### src/hw/rtl/bleadp_pkg.sv
// Package for the BLE advertising data parser: item types, element codes,
// parse phases and the AD type classification table. No dependencies.
package bleadp_pkg;

    localparam int QUEUE_DEPTH_DEF = 4;

    localparam logic [7:0] TYPE_MFR    = 8'hFF;
    localparam logic [4:0] PREFIX_DONE = 5'd31;
    localparam logic [4:0] UUID_BYTES_128 = 5'd16;

    // Result element codes
    typedef enum logic [3:0] {
        KIND_FLAGS    = 4'd0,
        KIND_SVC_UUID = 4'd1,
        KIND_SOL_UUID = 4'd2,
        KIND_NAME     = 4'd3,
        KIND_TX_POWER = 4'd4,
        KIND_SD_UUID  = 4'd5,
        KIND_SD_BYTE  = 4'd6,
        KIND_MFR_BYTE = 4'd7,
        KIND_MFR_SHORT = 4'd8,
        KIND_DONE     = 4'd9,
        KIND_TRUNC    = 4'd10
    } kind_t;

    typedef enum logic [1:0] {
        PH_LEN  = 2'd0,
        PH_TYPE = 2'd1,
        PH_DATA = 2'd2,
        PH_DONE = 2'd3
    } phase_t;

    typedef enum logic [2:0] {
        CAT_NONE  = 3'd0,
        CAT_FLAGS = 3'd1,
        CAT_SVC   = 3'd2,
        CAT_SOL   = 3'd3,
        CAT_NAME  = 3'd4,
        CAT_TX    = 3'd5,
        CAT_SD    = 3'd6,
        CAT_MFR   = 3'd7
    } cat_t;

    // End-of-record result that may follow the element of the same byte
    typedef enum logic [1:0] {
        TR_NONE  = 2'd0,
        TR_DONE  = 2'd1,
        TR_TRUNC = 2'd2
    } trail_t;

    typedef struct packed {
        logic [7:0] data_byte;
        logic       record_end;
    } in_item_t;

    typedef struct packed {
        logic [3:0]  element_kind;
        logic [4:0]  uuid_size;
        logic [63:0] value_low;
        logic [63:0] value_high;
        logic        last_of_run;
    } out_item_t;

    // One classified byte: an optional element and an optional trailer
    typedef struct packed {
        logic        prim_valid;
        kind_t       prim_kind;
        logic [4:0]  prim_size;
        logic [63:0] prim_low;
        logic [63:0] prim_high;
        trail_t      trail;
    } entry_t;

    typedef struct packed {
        cat_t       cat;
        logic [4:0] size;
    } class_t;

    function automatic class_t classify(input logic [7:0] t);
        class_t c;
        c.cat  = CAT_NONE;
        c.size = 5'd0;
        unique case (t)
            8'h01:        c.cat = CAT_FLAGS;
            8'h02, 8'h03: begin c.cat = CAT_SVC; c.size = 5'd2; end
            8'h04, 8'h05: begin c.cat = CAT_SVC; c.size = 5'd4; end
            8'h06, 8'h07: begin c.cat = CAT_SVC; c.size = 5'd16; end
            8'h14:        begin c.cat = CAT_SOL; c.size = 5'd2; end
            8'h1F:        begin c.cat = CAT_SOL; c.size = 5'd4; end
            8'h15:        begin c.cat = CAT_SOL; c.size = 5'd16; end
            8'h08, 8'h09: c.cat = CAT_NAME;
            8'h0A:        c.cat = CAT_TX;
            8'h16:        begin c.cat = CAT_SD; c.size = 5'd2; end
            8'h20:        begin c.cat = CAT_SD; c.size = 5'd4; end
            8'h21:        begin c.cat = CAT_SD; c.size = 5'd16; end
            TYPE_MFR:     c.cat = CAT_MFR;
            default:      c.cat = CAT_NONE;
        endcase
        return c;
    endfunction

endpackage

### src/hw/rtl/bleadp_front.sv
// Front end: accepts record bytes, walks the length/type structures and
// pushes one classified entry per byte that yields results. Uses bleadp_pkg.
module bleadp_front (
    input  logic                 clk,
    input  logic                 rst_n,
    input  logic                 in_valid,
    output logic                 in_ready,
    input  bleadp_pkg::in_item_t in_item,
    input  logic                 q_full,
    output logic                 q_push,
    output bleadp_pkg::entry_t   q_entry
);
    import bleadp_pkg::*;

    phase_t       phase_reg,   phase_next;
    logic [7:0]   left_reg,    left_next;
    logic [7:0]   type_reg,    type_next;
    logic [4:0]   count_reg,   count_next;
    logic [127:0] uuid_reg,    uuid_next;
    logic [15:0]  company_reg, company_next;

    logic [7:0]   b;
    logic         accept;
    class_t       cls;
    logic         size16;
    logic [127:0] base;
    logic [127:0] g_uuid;
    logic [5:0]   idx_inc;
    logic         g_done;
    logic [4:0]   g_count;
    logic [5:0]   sh;
    logic [7:0]   left_dec;
    entry_t       ent;

    assign b        = in_item.data_byte;
    assign in_ready = !q_full;
    assign accept   = in_valid && in_ready;

    // UUID gather: 128-bit ones shift in first byte most significant,
    // short ones are placed little endian
    always_comb
    begin
        cls     = classify(type_reg);
        size16  = (cls.size == UUID_BYTES_128);
        base    = (count_reg == 5'd0) ? 128'd0 : uuid_reg;
        sh      = {count_reg[2:0], 3'b000};
        idx_inc = {1'b0, count_reg} + 6'd1;
        g_done  = (idx_inc >= {1'b0, cls.size});
        g_count = g_done ? 5'd0 : idx_inc[4:0];
        if (size16)
        begin
            g_uuid = {base[119:0], b};
        end
        else
        begin
            g_uuid = {base[127:64], base[63:0] | (64'(b) << sh)};
        end
    end

    always_comb
    begin
        phase_next   = phase_reg;
        left_next    = left_reg;
        type_next    = type_reg;
        count_next   = count_reg;
        uuid_next    = uuid_reg;
        company_next = company_reg;
        left_dec     = left_reg - 8'd1;

        ent.prim_valid = 1'b0;
        ent.prim_kind  = KIND_FLAGS;
        ent.prim_size  = 5'd0;
        ent.prim_low   = 64'd0;
        ent.prim_high  = 64'd0;
        ent.trail      = TR_NONE;

        unique case (phase_reg)
            PH_LEN:
            begin
                if (b == 8'd0)
                begin
                    ent.prim_valid = 1'b1;
                    ent.prim_kind  = KIND_DONE;
                    phase_next     = PH_DONE;
                end
                else
                begin
                    left_next  = b - 8'd1;
                    phase_next = PH_TYPE;
                end
            end
            PH_TYPE:
            begin
                type_next    = b;
                count_next   = 5'd0;
                uuid_next    = 128'd0;
                company_next = 16'd0;
                if (left_reg == 8'd0)
                begin
                    if (b == TYPE_MFR)
                    begin
                        ent.prim_valid = 1'b1;
                        ent.prim_kind  = KIND_MFR_SHORT;
                    end
                    phase_next = PH_LEN;
                end
                else
                begin
                    phase_next = PH_DATA;
                end
            end
            PH_DATA:
            begin
                unique case (cls.cat)
                    CAT_FLAGS, CAT_TX:
                    begin
                        if (count_reg == 5'd0)
                        begin
                            ent.prim_valid = 1'b1;
                            ent.prim_kind  = (cls.cat == CAT_FLAGS) ? KIND_FLAGS
                                                                    : KIND_TX_POWER;
                            ent.prim_low   = 64'(b);
                            count_next     = PREFIX_DONE;
                        end
                    end
                    CAT_SVC, CAT_SOL:
                    begin
                        count_next = g_count;
                        uuid_next  = g_uuid;
                        if (g_done)
                        begin
                            ent.prim_valid = 1'b1;
                            ent.prim_kind  = (cls.cat == CAT_SVC) ? KIND_SVC_UUID
                                                                  : KIND_SOL_UUID;
                            ent.prim_size  = cls.size;
                            ent.prim_low   = g_uuid[63:0];
                            ent.prim_high  = size16 ? g_uuid[127:64] : 64'd0;
                        end
                    end
                    CAT_NAME:
                    begin
                        ent.prim_valid = 1'b1;
                        ent.prim_kind  = KIND_NAME;
                        ent.prim_low   = 64'(b);
                    end
                    CAT_SD:
                    begin
                        if (count_reg == PREFIX_DONE)
                        begin
                            ent.prim_valid = 1'b1;
                            ent.prim_kind  = KIND_SD_BYTE;
                            ent.prim_low   = 64'(b);
                        end
                        else
                        begin
                            count_next = g_count;
                            uuid_next  = g_uuid;
                            if (g_done)
                            begin
                                ent.prim_valid = 1'b1;
                                ent.prim_kind  = KIND_SD_UUID;
                                ent.prim_size  = cls.size;
                                ent.prim_low   = g_uuid[63:0];
                                ent.prim_high  = size16 ? g_uuid[127:64] : 64'd0;
                                count_next     = PREFIX_DONE;
                            end
                        end
                    end
                    CAT_MFR:
                    begin
                        if (count_reg == 5'd0)
                        begin
                            company_next = {8'd0, b};
                            count_next   = 5'd1;
                        end
                        else if (count_reg == 5'd1)
                        begin
                            company_next = {b, company_reg[7:0]};
                            count_next   = PREFIX_DONE;
                        end
                        else
                        begin
                            ent.prim_valid = 1'b1;
                            ent.prim_kind  = KIND_MFR_BYTE;
                            ent.prim_low   = 64'(b);
                            ent.prim_high  = 64'(company_reg);
                        end
                    end
                    CAT_NONE:
                    begin
                    end
                endcase

                left_next = left_dec;
                if (left_dec == 8'd0)
                begin
                    // company id never completed
                    if (type_reg == TYPE_MFR && count_next != PREFIX_DONE)
                    begin
                        ent.prim_valid = 1'b1;
                        ent.prim_kind  = KIND_MFR_SHORT;
                    end
                    phase_next = PH_LEN;
                end
            end
            PH_DONE:
            begin
            end
        endcase

        if (in_item.record_end)
        begin
            if (phase_next == PH_TYPE || phase_next == PH_DATA)
            begin
                ent.trail = TR_TRUNC;
            end
            else if (phase_next == PH_LEN)
            begin
                ent.trail = TR_DONE;
            end
            phase_next   = PH_LEN;
            left_next    = 8'd0;
            type_next    = 8'd0;
            count_next   = 5'd0;
            uuid_next    = 128'd0;
            company_next = 16'd0;
        end
    end

    assign q_entry = ent;
    assign q_push  = accept && (ent.prim_valid || ent.trail != TR_NONE);

    always_ff @(posedge clk or negedge rst_n)
    begin
        if (!rst_n)
        begin
            phase_reg   <= PH_LEN;
            left_reg    <= 8'd0;
            type_reg    <= 8'd0;
            count_reg   <= 5'd0;
            uuid_reg    <= 128'd0;
            company_reg <= 16'd0;
        end
        else if (accept)
        begin
            phase_reg   <= phase_next;
            left_reg    <= left_next;
            type_reg    <= type_next;
            count_reg   <= count_next;
            uuid_reg    <= uuid_next;
            company_reg <= company_next;
        end
    end

`ifndef SYNTHESIS
    a_prefix_count_range: assert property (@(posedge clk) disable iff (!rst_n)
        count_reg <= 5'd15 || count_reg == PREFIX_DONE)
        else $error("front: gather count out of range");
`endif

endmodule

### src/hw/rtl/bleadp_queue.sv
// Short queue of classified entries between front and back end.
// Flip-flop storage, one push and one pop per cycle. Uses bleadp_pkg.
module bleadp_queue #(
    parameter int DEPTH = bleadp_pkg::QUEUE_DEPTH_DEF
) (
    input  logic               clk,
    input  logic               rst_n,
    input  logic               push,
    input  bleadp_pkg::entry_t push_entry,
    input  logic               pop,
    output bleadp_pkg::entry_t head,
    output logic               full,
    output logic               empty
);
    import bleadp_pkg::*;

    localparam int PW = (DEPTH > 1) ? $clog2(DEPTH) : 1;
    localparam int CW = $clog2(DEPTH + 1);
    localparam logic [PW-1:0] LAST_IDX = PW'(DEPTH - 1);
    localparam logic [CW-1:0] FULL_CNT = CW'(DEPTH);

    entry_t        store_reg [DEPTH];
    logic [PW-1:0] wr_ptr_reg, wr_ptr_next;
    logic [PW-1:0] rd_ptr_reg, rd_ptr_next;
    logic [CW-1:0] count_reg,  count_next;

    assign full  = (count_reg == FULL_CNT);
    assign empty = (count_reg == '0);
    assign head  = store_reg[rd_ptr_reg];

    always_comb
    begin
        wr_ptr_next = wr_ptr_reg;
        rd_ptr_next = rd_ptr_reg;
        count_next  = count_reg;
        if (push)
        begin
            wr_ptr_next = (wr_ptr_reg == LAST_IDX) ? '0 : wr_ptr_reg + 1'b1;
        end
        if (pop)
        begin
            rd_ptr_next = (rd_ptr_reg == LAST_IDX) ? '0 : rd_ptr_reg + 1'b1;
        end
        if (push && !pop)
        begin
            count_next = count_reg + 1'b1;
        end
        else if (pop && !push)
        begin
            count_next = count_reg - 1'b1;
        end
    end

    always_ff @(posedge clk)
    begin
        if (push)
        begin
            store_reg[wr_ptr_reg] <= push_entry;
        end
    end

    always_ff @(posedge clk or negedge rst_n)
    begin
        if (!rst_n)
        begin
            wr_ptr_reg <= '0;
            rd_ptr_reg <= '0;
            count_reg  <= '0;
        end
        else
        begin
            wr_ptr_reg <= wr_ptr_next;
            rd_ptr_reg <= rd_ptr_next;
            count_reg  <= count_next;
        end
    end

`ifndef SYNTHESIS
    a_no_push_full: assert property (@(posedge clk) disable iff (!rst_n)
        full |-> !push)
        else $error("queue: push while full");
    a_no_pop_empty: assert property (@(posedge clk) disable iff (!rst_n)
        empty |-> !pop)
        else $error("queue: pop while empty");
`endif

endmodule

### src/hw/rtl/bleadp_back.sv
// Back end: unpacks queue entries into result items, one per cycle while
// out_ready allows, and holds them in the output register. Uses bleadp_pkg.
module bleadp_back (
    input  logic                  clk,
    input  logic                  rst_n,
    input  bleadp_pkg::entry_t    q_head,
    input  logic                  q_empty,
    output logic                  q_pop,
    output logic                  out_valid,
    input  logic                  out_ready,
    output bleadp_pkg::out_item_t out_item
);
    import bleadp_pkg::*;

    logic      out_valid_reg, out_valid_next;
    out_item_t out_item_reg,  out_item_next;
    logic      half_reg,      half_next;

    logic load;
    logic has_trail;
    logic send_prim;

    always_comb
    begin
        load      = !out_valid_reg || out_ready;
        has_trail = (q_head.trail != TR_NONE);
        send_prim = q_head.prim_valid && !half_reg;

        out_valid_next = out_valid_reg;
        out_item_next  = out_item_reg;
        half_next      = half_reg;
        q_pop          = 1'b0;

        if (load)
        begin
            out_valid_next = !q_empty;
            if (!q_empty)
            begin
                if (send_prim)
                begin
                    out_item_next.element_kind = q_head.prim_kind;
                    out_item_next.uuid_size    = q_head.prim_size;
                    out_item_next.value_low    = q_head.prim_low;
                    out_item_next.value_high   = q_head.prim_high;
                    out_item_next.last_of_run  = !has_trail;
                    half_next = has_trail;
                    q_pop     = !has_trail;
                end
                else
                begin
                    out_item_next.element_kind = (q_head.trail == TR_DONE) ? KIND_DONE
                                                                           : KIND_TRUNC;
                    out_item_next.uuid_size    = 5'd0;
                    out_item_next.value_low    = 64'd0;
                    out_item_next.value_high   = 64'd0;
                    out_item_next.last_of_run  = 1'b1;
                    half_next = 1'b0;
                    q_pop     = 1'b1;
                end
            end
        end
    end

    assign out_valid = out_valid_reg;
    assign out_item  = out_item_reg;

    always_ff @(posedge clk)
    begin
        out_item_reg <= out_item_next;
    end

    always_ff @(posedge clk or negedge rst_n)
    begin
        if (!rst_n)
        begin
            out_valid_reg <= 1'b0;
            half_reg      <= 1'b0;
        end
        else
        begin
            out_valid_reg <= out_valid_next;
            half_reg      <= half_next;
        end
    end

`ifndef SYNTHESIS
    a_half_has_head: assert property (@(posedge clk) disable iff (!rst_n)
        half_reg |-> (!q_empty && q_head.prim_valid && q_head.trail != TR_NONE))
        else $error("back: split entry lost its queue head");
    a_half_then_trail: assert property (@(posedge clk) disable iff (!rst_n)
        (half_reg && load) |=> (out_valid_reg && out_item_reg.last_of_run))
        else $error("back: trailer did not follow split element");
`endif

endmodule

### src/hw/rtl/ble_advertising_data_parser_top.sv
// BLE advertising data parser, top level.
// Instantiates bleadp_front, bleadp_queue and bleadp_back; uses bleadp_pkg.
//
// Takes one advertising record byte per item (record_end marks the last byte)
// and walks the length/type structures, producing parsed elements: flags,
// tx power, service and solicitation UUIDs, local name bytes, service data
// UUID and bytes, manufacturer bytes tagged with the company id, and done or
// truncated at the end of a record. A byte yields zero, one or two results;
// last_of_run marks the final result of each byte. The front end accepts a
// byte every cycle as long as the entry queue (QUEUE_DEPTH entries) has room,
// independent of the output side. The back end delivers one result per cycle,
// as long as out_ready takes them, from an output register, so a byte that
// yields an element plus an end-of-record result gives two results in turn.
// A byte's first result reaches out_valid through the queue write and then
// the output register. There is no configuration and no clearing pass after
// reset.
module ble_advertising_data_parser_top #(
    parameter int QUEUE_DEPTH = bleadp_pkg::QUEUE_DEPTH_DEF
) (
    input  logic                  clk,
    input  logic                  rst_n,
    input  logic                  in_valid,
    output logic                  in_ready,
    input  bleadp_pkg::in_item_t  in_item,
    output logic                  out_valid,
    input  logic                  out_ready,
    output bleadp_pkg::out_item_t out_item
);
    import bleadp_pkg::*;

    // front to queue
    logic   q_push;
    entry_t q_push_entry;
    logic   q_full;

    // queue to back
    logic   q_pop;
    entry_t q_head;
    logic   q_empty;

    bleadp_front u_front (
        .clk      (clk),
        .rst_n    (rst_n),
        .in_valid (in_valid),
        .in_ready (in_ready),
        .in_item  (in_item),
        .q_full   (q_full),
        .q_push   (q_push),
        .q_entry  (q_push_entry)
    );

    bleadp_queue #(
        .DEPTH (QUEUE_DEPTH)
    ) u_queue (
        .clk        (clk),
        .rst_n      (rst_n),
        .push       (q_push),
        .push_entry (q_push_entry),
        .pop        (q_pop),
        .head       (q_head),
        .full       (q_full),
        .empty      (q_empty)
    );

    bleadp_back u_back (
        .clk       (clk),
        .rst_n     (rst_n),
        .q_head    (q_head),
        .q_empty   (q_empty),
        .q_pop     (q_pop),
        .out_valid (out_valid),
        .out_ready (out_ready),
        .out_item  (out_item)
    );

endmodule
### config.mk
export PLATFORM = sky130hd
export DESIGN_NAME = ble_advertising_data_parser_top
export DESIGN_NICKNAME = d
export VERILOG_FILES = /design/src/hw/rtl/bleadp_pkg.sv /design/src/hw/rtl/bleadp_front.sv /design/src/hw/rtl/bleadp_queue.sv /design/src/hw/rtl/bleadp_back.sv /design/src/hw/rtl/ble_advertising_data_parser_top.sv
export SDC_FILE = /design/constraint.sdc
export NUM_CORES = 1
export LEC_CHECK = 0
export BUFFER_PORTS_ARGS = -buffer_cell sky130_fd_sc_hd__buf_2
export CAP_MARGIN = 20
export CORE_ASPECT_RATIO = 0.75
export CORE_MARGIN = 2
export CORE_UTILIZATION = 53
export CTS_CLUSTER_SIZE = 40
export DETAILED_ROUTE_END_ITERATION = 8
export GPL_TIMING_DRIVEN = 0
export MAX_ROUTING_LAYER = met4
export PLACE_DENSITY = 0.82
export SLEW_MARGIN = 20
export SYNTH_ARGS = -nofsm -noshare
export SYNTH_HDL_FRONTEND = slang
export SYNTH_SLANG_ARGS = --single-unit
### constraint.sdc
create_clock -name clk -period 25.2 [get_ports clk]
set_clock_uncertainty 0.2 [all_clocks]
set_input_delay 2.52 -clock clk [delete_from_list [all_inputs] [get_ports clk]]
set_output_delay 2.52 -clock clk [all_outputs]
set_load 0.01 [all_outputs]
==> impl_metrics.tcl <==
set metrics [dict create \
    status "finished clean" \
    swShare_pct 32.3 \
    fin_crit_sh_pct 27.8 \
    drive_above_1_share_pct 18.3 \
    synth.distinct_cells 74 \
    timing.rr.start "u_front.type_reg[5]" \
    clockPowerShare_pct 26.3 \
    fin_crit_ps 7000 \
    path_delay_family "buffers and inverters" \
    finalSetupTns_ps 0 \
    vdd_ir_drop_max_v 0.0000780 \
    largest_reg_flops 552 \
    antenna_found_initial 3 \
    fin_util_pct 61.5 \
    ys_ff_latch 857 \
    dieArea_mm2 0.0684 \
    max_cap_violations 0 \
    grt_pass1_vias 21000 \
    top_usage_layer "met2" \
    finalHoldViolCount 0 \
    syn_inst 2278 \
    final_common_cell "edfxtp_1" \
    syn_area_per_cell_um2 15.4 \
    grt_use_total_pct 26.1 \
    vias 21600 \
    cts_setup_buffers 0 \
    crit_chain "buf_2 -> clkbuf_1 -> clkbuf_1 -> inv_1 -> ha_1 -> nand2_1 -> or4_1 -> a21oi_1 -> nor2_1 -> ha_1 -> and2_1 -> nor2_1 -> and3_1 -> a21oi_2 -> and2_4 -> buf_12 -> buf_16" \
    startpoint "in_item[1]" \
    dr.pass1.iters 9 \
    clk_latency_ps 640 \
    cts-resized-gates 0 \
    comb_power_share_pct 30.9 \
    routed_wirelength_um 86100 \
    rows 81 \
    overflow 0 \
    report.final.slew_viol_count 0 \
    p_leak_nw 14.4 \
    vias_per_cell 6.24 \
    worst_path_max_delay_cell "clkbuf_1" \
    cts_buffer_depth 3 \
    start_util_pct 53.8 \
    use_met3_pct 5.24 \
    relSlewSlack_pct 19.2 \
    drc 0 \
    min_from "u_front.company_reg[0]" \
    hold_class "register to register" \
    ys.flop_type "edfxtp_1" \
    place_congestion 0.995 \
    syn-cell-area_mm2 0.0351 \
    layout_common_cells "edfxtp_1 (688), nand2_1 (234), dfrtp_1 (169)" \
    worst_pin_slew_ps 1200 \
    cts_made_buffers 80 \
    crit_path_max_fanout 42 \
    coreArea_mm2 0.0654 \
    grt_max_degree 87 \
    power_density_mw_per_mm2 114 \
    grt_pass1_wl_um 129000 \
    met2_usage_pct 38.9 \
    ant_nets 0 \
    pin_count 153 \
    arrival_ps 7120 \
    nets 2564 \
    fmax_mhz 143 \
    timing_worst_setup_path_type "input pin to register" \
    sequentialPowerShare_pct 42.8 \
    required_ps 25320 \
    async_reset_ff_share_pct 19.7 \
    drt_iter0_drc 2590 \
    endpoint_kind "register" \
    htreeDepth 3 \
    p_switching_mw 1.48 \
    cp_num_buf_inv 6 \
    clock_sinks 857 \
    cts_root_buf "clkbuf_16" \
    p_int_mw 3.09 \
    startpoint_type "input pin" \
    critPathMaxStageDelay_ps 760 \
    cts.clk_slew.worst_paths_ps 60 \
    grtUsageMet1_pct 36.9 \
    io_buffers 146 \
    routedWlPerCell_um 24.8 \
    ys_seq_area_share_pct 70.8 \
    syn2layout_area_growth_pct 14.3 \
    rsz0062_at_grt "no" \
    finalSetupViolCount 0 \
    synth_edf_count 688 \
    fillers 4680 \
    cts_hold_buf 0 \
    die_x_um 301 \
    die_y_um 227 \
    ys_warn_count 0 \
    cts_tree "built" \
    dp_hpwl_um 57900 \
]
==> final timing paths <==
check	cells after the start	slack [ps]	end
setup / recovery	17	18200	u_queue.store_reg[3][39]
hold / removal	1	300	u_front.company_reg[0]
setup reg to reg	21	18220	u_queue.store_reg[3][39]
hold reg to reg	1	300	u_front.company_reg[0]
max in group asynchronous	2	22160	u_front.uuid_reg[113]
min in group asynchronous	1	1690	u_front.left_reg[4]
==> per-layer routing <==
layer / share of wire (%) / vias to the layer above
met2: 47 / 1220
li1: - / 9303
met1: 41 / 11000
met4: 2.7 / 0
met5: 0 / -
met3: 9.6 / 162
==> kinds of logic after synthesis <==
group / Yosys count / synth area share, %
adders and majority gates: 24 / 0.876
and+or+nand+nor: 627 / 8.63
buffers and inverters: 196 / 2.18
DFF: 857 / 70.8
AOI/OAI and AO/OA: 412 / 8.00
other: 1 / 0.0107
xor gates and xnor gates: 14 / 0.349
muxes: 147 / 9.14
==> worst register-to-register path: stages (launching register included) <==
cell	delay (ps)
dfrtp_1	370
buf_6	140
nor3_1	540
nand2_1	200
nand2_1	110
a22o_1	370
buf_2	340
inv_1	190
clkbuf_1	310
clkbuf_1	500
ha_1	510
nand2_1	80
mux2_2	180
o211ai_1	290
o31ai_1	330
a21oi_1	150
o21bai_4	210
o41ai_4	90
a21oi_2	450
and2_4	450
buf_12	280
buf_16	360
==> layout make-up <==
cell class                 instances  area, um2  share of cell area [%]
multi-input combinational       1226       9530                    23.7
sequential                       857      24900                    61.9
inverter                          30        113                   0.280
buffer                           166        654                    1.63
tap                              871       1090                    2.71
clock inverter                    36        322                   0.800
antenna                            2       5.00                  0.0125
timing repair buffer             166       1250                    3.11
clock buffer                     113       2330                    5.80
==> synth_stat cells, types with 10 or more instances <==
cell | number | area, um2
nand2_1 | 234 | 878
nor2_1 | 125 | 469
and2_1 | 42 | 263
mux4_2 | 138 | 3110
o21ai_0 | 142 | 711
dfrtp_1 | 169 | 4230
buf_1 | 28 | 105
a21oi_1 | 37 | 185
a22oi_1 | 81 | 608
a22o_1 | 89 | 780
inv_1 | 29 | 109
ha_1 | 23 | 288
clkbuf_1 | 127 | 477
nor3_1 | 22 | 110
nand3_1 | 12 | 60.1
edfxtp_1 | 688 | 20700
and3_1 | 139 | 870
nor4_1 | 10 | 62.6
==> per-stage QoR <==
stage	setup WS, ps	hold WS (ps)	cells	instance area, um2	power, mW
floorplan	13610	258	2279	35100	2.89
detailed placement	17750	284	3316	37500	3.38
CTS	18410	307	3465	40200	4.59
global placement	8320	280	3296	37000	3.36
global route	18020	320	3467	40200	4.77
finish	18200	301	3467	40200	4.56
==> power groups by stage <==
| stage | clock network [mW] | registers (mW) | logic, mW |
|---|---|---|---|
| 3_3_place_gp | 0 | 2.04 | 1.32 |
| 3_5_place_dp | 0 | 1.98 | 1.40 |
| 5_1_grt | 1.26 | 1.98 | 1.52 |
| 2_1_floorplan | 0 | 2.06 | 0.827 |
| 6_report | 1.20 | 1.96 | 1.41 |
| 4_1_cts | 1.22 | 1.96 | 1.41 |
(Power assumes the default switching activity.)
